**src/rtl/s1bh_pkg.sv**
```systemverilog
// Package for the SHA-1 byte stream hasher: payload and command types,
// SHA-1 constants and the one-hot state codes of the controller.
// No dependencies.
package s1bh_pkg;

	localparam int LENGTH_BITS_DEF = 32;
	localparam int DIGEST_WORDS    = 5;
	localparam int ROUNDS          = 80;

	localparam logic [2:0]  LAST_WORD_IDX = 3'(DIGEST_WORDS - 1);
	localparam logic [6:0]  LAST_ROUND    = 7'(ROUNDS - 1);
	localparam logic [5:0]  LEN_START_POS = 6'd56;
	localparam logic [5:0]  BLOCK_END_POS = 6'd63;
	localparam logic [7:0]  PAD_MARK      = 8'h80;

	localparam logic [31:0] INIT_CHAIN [DIGEST_WORDS] = '{
		32'h67452301, 32'hefcdab89, 32'h98badcfe, 32'h10325476, 32'hc3d2e1f0
	};

	localparam logic [31:0] K_0 = 32'h5a827999;
	localparam logic [31:0] K_1 = 32'h6ed9eba1;
	localparam logic [31:0] K_2 = 32'h8f1bbcdc;
	localparam logic [31:0] K_3 = 32'hca62c1d6;

	typedef struct packed {
		logic [7:0] data_byte;
		logic       byte_valid;
		logic       end_of_message;
	} in_item_t;

	typedef struct packed {
		logic [31:0] digest_word;
		logic [2:0]  word_index;
		logic        last_word;
	} out_item_t;

	// Controller to datapath
	typedef struct packed {
		logic absorb;     // input transfer this cycle
		logic load_work;  // copy chain words into working registers
		logic do_round;   // one compression round
		logic add_chain;  // fold working registers into chain words
		logic pad_byte;   // insert one padding byte
		logic out_next;   // digest word transferred
		logic restart;    // reinitialise for the next message
	} cmd_t;

	// Datapath to controller
	typedef struct packed {
		logic block_full;   // next byte placed completes the block
		logic round_last;   // current round is the eightieth
		logic length_byte;  // next padding byte is a length byte
		logic last_word;    // digest word on show is the fifth
	} status_t;

	typedef enum logic [4:0] {
		ST_IDLE  = 5'b00001,
		ST_ROUND = 5'b00010,
		ST_ADD   = 5'b00100,
		ST_PAD   = 5'b01000,
		ST_OUT   = 5'b10000
	} state_t;

endpackage

```
**src/rtl/s1bh_stream_if.sv**
```systemverilog
// Valid/ready stream channel with a typed payload.
// No dependencies.
interface s1bh_stream_if #(
	parameter type payload_t = logic
);
	logic     valid;
	logic     ready;
	payload_t payload;

	modport source (output valid, output payload, input ready);
	modport sink   (input valid, input payload, output ready);
endinterface

```
**src/rtl/sha1_byte_stream_hasher.sv**
```systemverilog
// SHA-1 hasher over a byte stream. A byte that does not complete a block
// is absorbed in the idle state; the 64th byte of a block starts a compression:
// 80 rounds at one round a cycle in the round loop, then the chain add.
// End of message: one padding byte a cycle, one or two compressions, then
// five digest transfers. Reset (async, active low) loads the SHA-1 initial
// chain and clears counters; the block window is not reset.
module sha1_byte_stream_hasher
	import s1bh_pkg::*;
#(
	parameter int LENGTH_BITS = LENGTH_BITS_DEF
) (
	input logic             clk,
	input logic             arst_n,
	s1bh_stream_if.sink     in_ch,
	s1bh_stream_if.source   out_ch
);

	cmd_t      cmd;
	status_t   status;
	in_item_t  in_item;
	out_item_t out_item;

	assign in_item        = in_ch.payload;
	assign out_ch.payload = out_item;

	s1bh_controller u_ctrl (
		.clk       (clk),
		.arst_n    (arst_n),
		.in_valid  (in_ch.valid),
		.in_item   (in_item),
		.in_ready  (in_ch.ready),
		.out_valid (out_ch.valid),
		.out_ready (out_ch.ready),
		.status    (status),
		.cmd       (cmd)
	);

	s1bh_datapath #(
		.LENGTH_BITS (LENGTH_BITS)
	) u_dp (
		.clk      (clk),
		.arst_n   (arst_n),
		.cmd      (cmd),
		.in_item  (in_item),
		.status   (status),
		.out_item (out_item)
	);

	// Input and output never open together
	a_in_out_exclusive: assert property (@(posedge clk) disable iff (!arst_n)
		!(in_ch.ready && out_ch.valid))
		else $error("input ready while digest on show");

	// Last digest transfer returns the block to taking input
	a_back_to_idle: assert property (@(posedge clk) disable iff (!arst_n)
		(out_ch.valid && out_ch.ready && out_ch.payload.last_word) |=> in_ch.ready)
		else $error("no return to input after last digest word");

	// Round loop stops after the eightieth round
	a_round_stop: assert property (@(posedge clk) disable iff (!arst_n)
		(cmd.do_round && status.round_last) |=> (!cmd.do_round && cmd.add_chain))
		else $error("round loop overran");

endmodule

```
**src/rtl/s1bh_datapath.sv**
```systemverilog
// SHA-1 datapath: 512-bit block window, message schedule, round logic,
// chaining words, byte and length counters, padding and digest selection.
// Depends on s1bh_pkg.
module s1bh_datapath
	import s1bh_pkg::*;
#(
	parameter int LENGTH_BITS = LENGTH_BITS_DEF
) (
	input  logic      clk,
	input  logic      arst_n,
	input  cmd_t      cmd,
	input  in_item_t  in_item,
	output status_t   status,
	output out_item_t out_item
);

	logic [511:0]           window_q;
	logic [31:0]            chain_q [DIGEST_WORDS];
	logic [31:0]            a_q, b_q, c_q, d_q, e_q;
	logic [5:0]             byte_cnt_q;
	logic [LENGTH_BITS-1:0] msg_cnt_q;
	logic [6:0]             round_q;
	logic [2:0]             out_idx_q;
	logic                   mark_sent_q;
	logic                   len_phase_q;

	logic        put_en;
	logic [7:0]  put_byte;
	logic        is_len;
	logic [63:0] len_bits;
	logic [7:0]  len_byte;
	logic [31:0] f_val, k_val, t_val, w_new;

	// Padding byte selection
	assign is_len   = mark_sent_q && (len_phase_q || byte_cnt_q == LEN_START_POS);
	assign len_bits = 64'(msg_cnt_q) << 3;
	assign len_byte = len_bits[{3'd7 - byte_cnt_q[2:0], 3'b000} +: 8];

	always_comb begin
		put_en   = 1'b0;
		put_byte = in_item.data_byte;
		if (cmd.absorb && in_item.byte_valid) begin
			put_en = 1'b1;
		end else if (cmd.pad_byte) begin
			put_en = 1'b1;
			if (!mark_sent_q)
				put_byte = PAD_MARK;
			else if (is_len)
				put_byte = len_byte;
			else
				put_byte = 8'h00;
		end
	end

	// Round function and constant by round group
	always_comb begin
		if (round_q < 7'd20) begin
			f_val = (b_q & c_q) | (~b_q & d_q);
			k_val = K_0;
		end else if (round_q < 7'd40) begin
			f_val = b_q ^ c_q ^ d_q;
			k_val = K_1;
		end else if (round_q < 7'd60) begin
			f_val = (b_q & c_q) | (b_q & d_q) | (c_q & d_q);
			k_val = K_2;
		end else begin
			f_val = b_q ^ c_q ^ d_q;
			k_val = K_3;
		end
	end

	assign t_val = {a_q[26:0], a_q[31:27]} + f_val + e_q + window_q[511:480] + k_val;

	// Schedule: w[t+16] from taps t+13, t+8, t+2, t of the window
	logic [31:0] w_mix;
	assign w_mix = window_q[95:64] ^ window_q[255:224] ^ window_q[447:416]
		^ window_q[511:480];
	assign w_new = {w_mix[30:0], w_mix[31]};

	// Block window: bytes shift in, schedule words shift through
	always_ff @(posedge clk) begin
		if (put_en)
			window_q <= {window_q[503:0], put_byte};
		else if (cmd.do_round)
			window_q <= {window_q[479:0], w_new};
	end

	// Working registers
	always_ff @(posedge clk) begin
		if (cmd.load_work) begin
			a_q <= chain_q[0];
			b_q <= chain_q[1];
			c_q <= chain_q[2];
			d_q <= chain_q[3];
			e_q <= chain_q[4];
		end else if (cmd.do_round) begin
			a_q <= t_val;
			b_q <= a_q;
			c_q <= {b_q[1:0], b_q[31:2]};
			d_q <= c_q;
			e_q <= d_q;
		end
	end

	// Chaining words
	always_ff @(posedge clk or negedge arst_n) begin
		if (!arst_n) begin
			for (int i = 0; i < DIGEST_WORDS; i++)
				chain_q[i] <= INIT_CHAIN[i];
		end else if (cmd.restart) begin
			for (int i = 0; i < DIGEST_WORDS; i++)
				chain_q[i] <= INIT_CHAIN[i];
		end else if (cmd.add_chain) begin
			chain_q[0] <= chain_q[0] + a_q;
			chain_q[1] <= chain_q[1] + b_q;
			chain_q[2] <= chain_q[2] + c_q;
			chain_q[3] <= chain_q[3] + d_q;
			chain_q[4] <= chain_q[4] + e_q;
		end
	end

	// Counters and padding flags
	always_ff @(posedge clk or negedge arst_n) begin
		if (!arst_n) begin
			byte_cnt_q  <= '0;
			msg_cnt_q   <= '0;
			round_q     <= '0;
			out_idx_q   <= '0;
			mark_sent_q <= 1'b0;
			len_phase_q <= 1'b0;
		end else if (cmd.restart) begin
			byte_cnt_q  <= '0;
			msg_cnt_q   <= '0;
			round_q     <= '0;
			out_idx_q   <= '0;
			mark_sent_q <= 1'b0;
			len_phase_q <= 1'b0;
		end else begin
			if (put_en)
				byte_cnt_q <= byte_cnt_q + 6'd1;
			if (cmd.absorb && in_item.byte_valid)
				msg_cnt_q <= msg_cnt_q + 1'b1;
			if (cmd.pad_byte) begin
				mark_sent_q <= 1'b1;
				if (is_len)
					len_phase_q <= 1'b1;
			end
			if (cmd.load_work)
				round_q <= '0;
			else if (cmd.do_round)
				round_q <= round_q + 7'd1;
			if (cmd.out_next)
				out_idx_q <= out_idx_q + 3'd1;
		end
	end

	// Status back to the controller
	assign status.block_full  = (byte_cnt_q == BLOCK_END_POS);
	assign status.round_last  = (round_q == LAST_ROUND);
	assign status.length_byte = is_len;
	assign status.last_word   = (out_idx_q == LAST_WORD_IDX);

	// Digest word on show
	always_comb begin
		case (out_idx_q)
			3'd0:    out_item.digest_word = chain_q[0];
			3'd1:    out_item.digest_word = chain_q[1];
			3'd2:    out_item.digest_word = chain_q[2];
			3'd3:    out_item.digest_word = chain_q[3];
			default: out_item.digest_word = chain_q[4];
		endcase
	end
	assign out_item.word_index = out_idx_q;
	assign out_item.last_word  = (out_idx_q == LAST_WORD_IDX);

endmodule

```
**src/rtl/s1bh_controller.sv**
```systemverilog
// Controller state machine: input transfers, compression sequencing,
// padding and digest output.
// Depends on s1bh_pkg.
module s1bh_controller
	import s1bh_pkg::*;
(
	input  logic     clk,
	input  logic     arst_n,
	input  logic     in_valid,
	input  in_item_t in_item,
	output logic     in_ready,
	output logic     out_valid,
	input  logic     out_ready,
	input  status_t  status,
	output cmd_t     cmd
);

	state_t state_q, state_d;
	logic   closing_q, closing_d;  // message closed, padding owed
	logic   done_q, done_d;        // compression in flight is the final one

	assign in_ready  = (state_q == ST_IDLE);
	assign out_valid = (state_q == ST_OUT);

	// Next state and commands
	always_comb begin
		state_d   = state_q;
		closing_d = closing_q;
		done_d    = done_q;
		cmd       = '0;
		case (state_q)
			ST_IDLE: begin
				if (in_valid) begin
					cmd.absorb = 1'b1;
					closing_d  = in_item.end_of_message;
					done_d     = 1'b0;
					if (in_item.byte_valid && status.block_full) begin
						cmd.load_work = 1'b1;
						state_d       = ST_ROUND;
					end else if (in_item.end_of_message) begin
						state_d = ST_PAD;
					end
				end
			end
			ST_ROUND: begin
				cmd.do_round = 1'b1;
				if (status.round_last)
					state_d = ST_ADD;
			end
			ST_ADD: begin
				cmd.add_chain = 1'b1;
				if (done_q)
					state_d = ST_OUT;
				else if (closing_q)
					state_d = ST_PAD;
				else
					state_d = ST_IDLE;
			end
			ST_PAD: begin
				cmd.pad_byte = 1'b1;
				if (status.block_full) begin
					cmd.load_work = 1'b1;
					done_d        = status.length_byte;
					state_d       = ST_ROUND;
				end
			end
			ST_OUT: begin
				if (out_ready) begin
					cmd.out_next = 1'b1;
					if (status.last_word) begin
						cmd.restart = 1'b1;
						closing_d   = 1'b0;
						done_d      = 1'b0;
						state_d     = ST_IDLE;
					end
				end
			end
			default: begin
				state_d = ST_IDLE;
			end
		endcase
	end

	// State registers
	always_ff @(posedge clk or negedge arst_n) begin
		if (!arst_n) begin
			state_q   <= ST_IDLE;
			closing_q <= 1'b0;
			done_q    <= 1'b0;
		end else begin
			state_q   <= state_d;
			closing_q <= closing_d;
			done_q    <= done_d;
		end
	end

endmodule

```
**src/flat_wrapper.sv**
```systemverilog
// flat-port wrapper written by rule: the top's interface ports become plain ports
module sha1_byte_stream_hasher_flat import s1bh_pkg::*;
#(
	parameter int LENGTH_BITS = LENGTH_BITS_DEF
)
  (clk, arst_n, in_ch_valid, in_ch_payload, in_ch_ready, out_ch_valid, out_ch_payload, out_ch_ready);
  s1bh_stream_if #(.payload_t(in_item_t)) in_ch_i ();
  s1bh_stream_if #(.payload_t(out_item_t)) out_ch_i ();
  input logic clk;
  input logic arst_n;
  input wire logic [$bits(in_ch_i.valid)-1:0] in_ch_valid;
  input wire logic [$bits(in_ch_i.payload)-1:0] in_ch_payload;
  output wire logic [$bits(in_ch_i.ready)-1:0] in_ch_ready;
  output wire logic [$bits(out_ch_i.valid)-1:0] out_ch_valid;
  output wire logic [$bits(out_ch_i.payload)-1:0] out_ch_payload;
  input wire logic [$bits(out_ch_i.ready)-1:0] out_ch_ready;
  assign in_ch_i.valid = in_ch_valid;
  assign in_ch_i.payload = in_ch_payload;
  assign in_ch_ready = in_ch_i.ready;
  assign out_ch_valid = out_ch_i.valid;
  assign out_ch_payload = out_ch_i.payload;
  assign out_ch_i.ready = out_ch_ready;
  sha1_byte_stream_hasher #(.LENGTH_BITS(LENGTH_BITS)) u_core (.clk(clk), .arst_n(arst_n), .in_ch(in_ch_i), .out_ch(out_ch_i));
endmodule
```
**config.mk**
```make
export PLATFORM = sky130hd
export DESIGN_NAME = sha1_byte_stream_hasher_flat
export DESIGN_NICKNAME = d
export VERILOG_FILES = /design/src/rtl/s1bh_pkg.sv /design/src/rtl/s1bh_stream_if.sv /design/src/rtl/sha1_byte_stream_hasher.sv /design/src/rtl/s1bh_datapath.sv /design/src/rtl/s1bh_controller.sv /design/src/flat_wrapper.sv
export SDC_FILE = /design/constraint.sdc
export NUM_CORES = 2
export LEC_CHECK = 0
export ABC_CLOCK_PERIOD_IN_PS = 15810
export BUFFER_PORTS_ARGS = -buffer_cell sky130_fd_sc_hd__clkbuf_2
export CAP_MARGIN = 20
export CORE_MARGIN = 1
export CORE_UTILIZATION = 64
export CTS_CLUSTER_SIZE = 28
export DETAILED_ROUTE_END_ITERATION = 8
export PLACE_DENSITY_LB_ADDON = 0.08
export SLEW_MARGIN = 20
export SYNTH_ARGS = -nofsm -noshare
export SYNTH_HDL_FRONTEND = slang
export SYNTH_HIERARCHICAL = 1
export SYNTH_SLANG_ARGS = --single-unit
```
**constraint.sdc**
```tcl
create_clock -name clk -period 15.81 [get_ports clk]
set_clock_uncertainty 0.15 [all_clocks]
set_input_delay 3.162 -clock clk [delete_from_list [all_inputs] [get_ports clk]]
set_output_delay 3.162 -clock clk [all_outputs]
set_load 0.005 [all_outputs]
```
==> results by group <==
STA
  • Worst setup margin: 8410 ps
  • WHS: 376 ps
  • Max-slew violations: 0
  • Tcrit/Tclk final: 0.468
  • RSZ-0062 raised after global routing: false
  • Final Hold Fails: 0
  • Worst slew margin: 0.234
  • Final setup viols: 0
  • Max Clock Freq: 135 MHz
  • Setup TNS: 0 ps
  • Measured slew at the worst slew-check pin: 1140 ps
  • Min Tclk post-route: 7400 ps

Clock tree
  • Clock sink total: 889
  • TritonCTS Buffers: 95
  • Post-CTS Setup Repair Bufs: 0
  • Cts hold-fix bufs: 0
  • Clock-pin slew on the worst setup and hold paths: 60 ps
  • Root Buffer: clkbuf_16
  • Clk Latency, worst-skew pair: 680 ps
  • CTS resizes: 0
  • Htree depth: 3
  • CTS tree: done
  • Max clock buf depth: 3

Critical path
  • CP max FO: 18
  • Critical path cell sequence: a41oi_1, nand2_1, buf_4, inv_1, buf_4, nor2_2, buf_4, inv_1, nor2_1, nor2_1, fa_1, fa_1, ha_1, a21o_1, a21o_1, a21oi_1, o21ai_0, a2111oi_2, nor3b_1, o31ai_2, a21oi_1, xor2_1, mux2_2
  • Crit path DAT: 7670 ps
  • RR Startpoint: u_core/u_dp/round_q[3]
  • Cells on worst reg2reg path: 23
  • Crit path capture type: register
  • Reg-to-reg setup timing slack: 8410 ps
  • Launching element type of the critical path: register
  • Setup CP Type: register to register
  • Crit path top cell by count: buf_4
  • Worst path depth: 23
  • CP required: 16080 ps
  • CP max stage cell: a41oi_1
  • FF-to-FF End: u_core/u_dp/a_q[30]
  • Largest incremental delay on the critical path: 800 ps
  • CP delay by family, top: compound AO/OA/AOI/OAI gates
  • Buf+Inv Stages, Crit Path: 5

Synth
  • FFs w/ async S/R, synth: 0.244
  • Post-synthesis sequential area ratio: 0.490
  • Syn_area_per_cell: 9.78 um^2
  • Netlist cell types: 100
  • YS warnings: 6
  • Synth top area cells: edfxtp_1, nand2_1, dfrtp_1
  • Yosys top cell by area: edfxtp_1
  • Primary FF master, synth: edfxtp_1
  • Number of flops mapped to enable cells by yosys: 672
  • Post-synth top cells: nand2_1, edfxtp_1, nor2_1
  • Syn Nets: 5707
  • Yosys reg bits: 889
  • Post-Synthesis Cell Area: 52500 um^2
  • Cells after Synth: 5366
  • Post-synth top area share: 0.385
  • Most frequent cell after synthesis: nand2_1

Placement
  • Setup WS pre-CTS: 8110 ps
  • RePlAce Congestion: 0.988
  • Placed Cells: 6273
  • I/O Buffers: 51
  • Post-DP Area: 53500 um^2
  • DP HPWL: 95000 um

Global routing
  • Vias in the first global route: 37700
  • Total GRT Usage: 0.330
  • First-pass GRT wire length: 212000 um
  • Initial antenna violation count: 0
  • Total grt overflow: 0
  • Largest net degree at the start of global routing: 244

Route
  • Vias: 39500
  • DRT iter0 DRCs: 4265
  • Number of routed nets with antenna violations: 0
  • # DRC: 4
  • Drt pass-1 iters: 7
  • WL/cell: 21.1 um
  • DR vias/cell: 6.12
  • Total Routed Length: 136000 um

Floorplan
  • Initial Util: 0.649
  • Core Area: 80800 um^2
  • Die Width: 288 um
  • Height of the die: 288 um
  • Row count: 104
  • Die area: 83100 um^2
  • I/O pin count: 52

Layout
  • Non-filler instance count after layout: 6451
  • Filler Cells Inserted: 6098
  • Diode count: 0
  • Multi-input gate area: 25000 um^2
  • Core Util, Final: 0.702
  • Layout cells sized above 1: 0.0894
  • FF/Latch Area: 25700 um^2
  • Design area: 56700 um^2
  • Area Overhead vs Synth: 8.17%
  • Nets: 5651

Run status
  • Status: complete, but fails checks
  • Violated checks: DRC

Flow run
  • Max cap viols: 0

Worst hold path
  • Worst Hold Class: register to register
  • Hold EP: u_core/u_dp/mark_sent_q
  • Hold path depth: 2
  • Min-delay src: u_core/u_dp/mark_sent_q

Power and ir drop
  • Total Power: 4.80 mW
  • Pwr/cell area: 84.5 nW/um^2
  • Leakage: 24.2 nW
  • Max IR drop VDD: 0.0000975 V
==> how the worst max path moves through the flow <==
stage,end,start
after floorplan,u_core/u_dp/window_q[0],in_ch_valid
after detailed placement,u_core/u_dp/window_q[414],in_ch_valid
after global placement,u_core/u_dp/window_q[510],in_ch_valid
after CTS,u_core/u_dp/a_q[30],u_core/u_dp/round_q[3]
after global routing,u_core/u_dp/a_q[27],u_core/u_dp/round_q[3]
final,u_core/u_dp/a_q[30],u_core/u_dp/round_q[3]
==> sequential cells by signal, indices dropped and copies added, names as in the netlist, 7 cells and up <==
name,flops
u_core/u_dp/b_q,32
u_core/u_dp/msg_cnt_q,32
u_core/u_dp/d_q,32
u_core/u_dp/window_q,512
u_core/u_dp/chain_q,160
u_core/u_dp/round_q,7
u_core/u_dp/c_q,32
u_core/u_dp/a_q,32
u_core/u_dp/e_q,32
==> cell type report <==
cell class                      instances  share of cell area
Tap cell                             1060              0.0234
Sequential cell                       889               0.453
Clock inverter                         45              0.0101
Timing Repair Buffer                   89              0.0108
Clock buffer                          133              0.0464
Multi-Input combinational cell       3996               0.440
Inverter                              239              0.0159
==> layout by cell type (no fill, tap or decap), types with 11 or more instances in the layout <==
cell	instances
nand2_1	1676
edfxtp_1	672
nor2_1	315
inv_1	237
o21ai_0	230
ha_1	202
a21oi_1	186
xnor2_1	168
dfrtp_1	136
fa_1	125
mux2_2	119
clkbuf_16	96
xor2_1	93
mux2i_1	85
a21o_1	82
dfstp_2	81
a22oi_1	72
nand3_1	55
clkbuf_2	50
a31oi_1	50
nor3_1	43
o21a_1	37
a211oi_1	35
buf_4	33
and3_1	32
clkbuf_1	28
nand4_1	28
o211ai_1	23
nand2b_1	22
o21bai_1	22
and2_1	18
o31ai_1	18
a211o_1	18
nor2b_1	17
a221o_1	15
or3_1	15
clkinv_2	14
o22ai_1	14
clkinv_1	13
nor4_1	11
==> layer usage <==
metal	share of wire	GRT usage
met5	0	0
met4	0.039	0.128
met3	0.071	0.0455
met2	0.46	0.517
met1	0.43	0.469
==> kinds of logic (layout without fill, tap and decap cells) <==
kind of cell    count (synthesis)  count (layout)  share of synthesized area
compound gates                906             906                      0.113
xor+xnor                      261             261                     0.0436
fa+ha+maj                     327             327                     0.0959
buf+inv                       481             506                     0.0346
flops                         889             889                      0.490
mux                           209             209                     0.0439
simple gates                 2293            2293                      0.178
==> power by group <==
part / switching [mW] / total, mW / internal [mW]
clock: 0.963 / 2.30 / 1.33
combinational: 0.0129 / 0.0147 / 0.00177
sequential: 0 / 2.49 / 2.49
total: 0.976 / 4.80 / 3.82
==> worst register-to-register path, delay by kind of cell, from the launching register on <==
family | cells | cell delay [ps]
compound gates | 8 | 2590
fa+ha+maj | 3 | 1320
xor+xnor | 1 | 160
simple gates | 5 | 690
mux | 1 | 260
flops | 1 | 450
buf+inv | 5 | 1540
No activity file was read; power rests on OpenSTA's default activity.
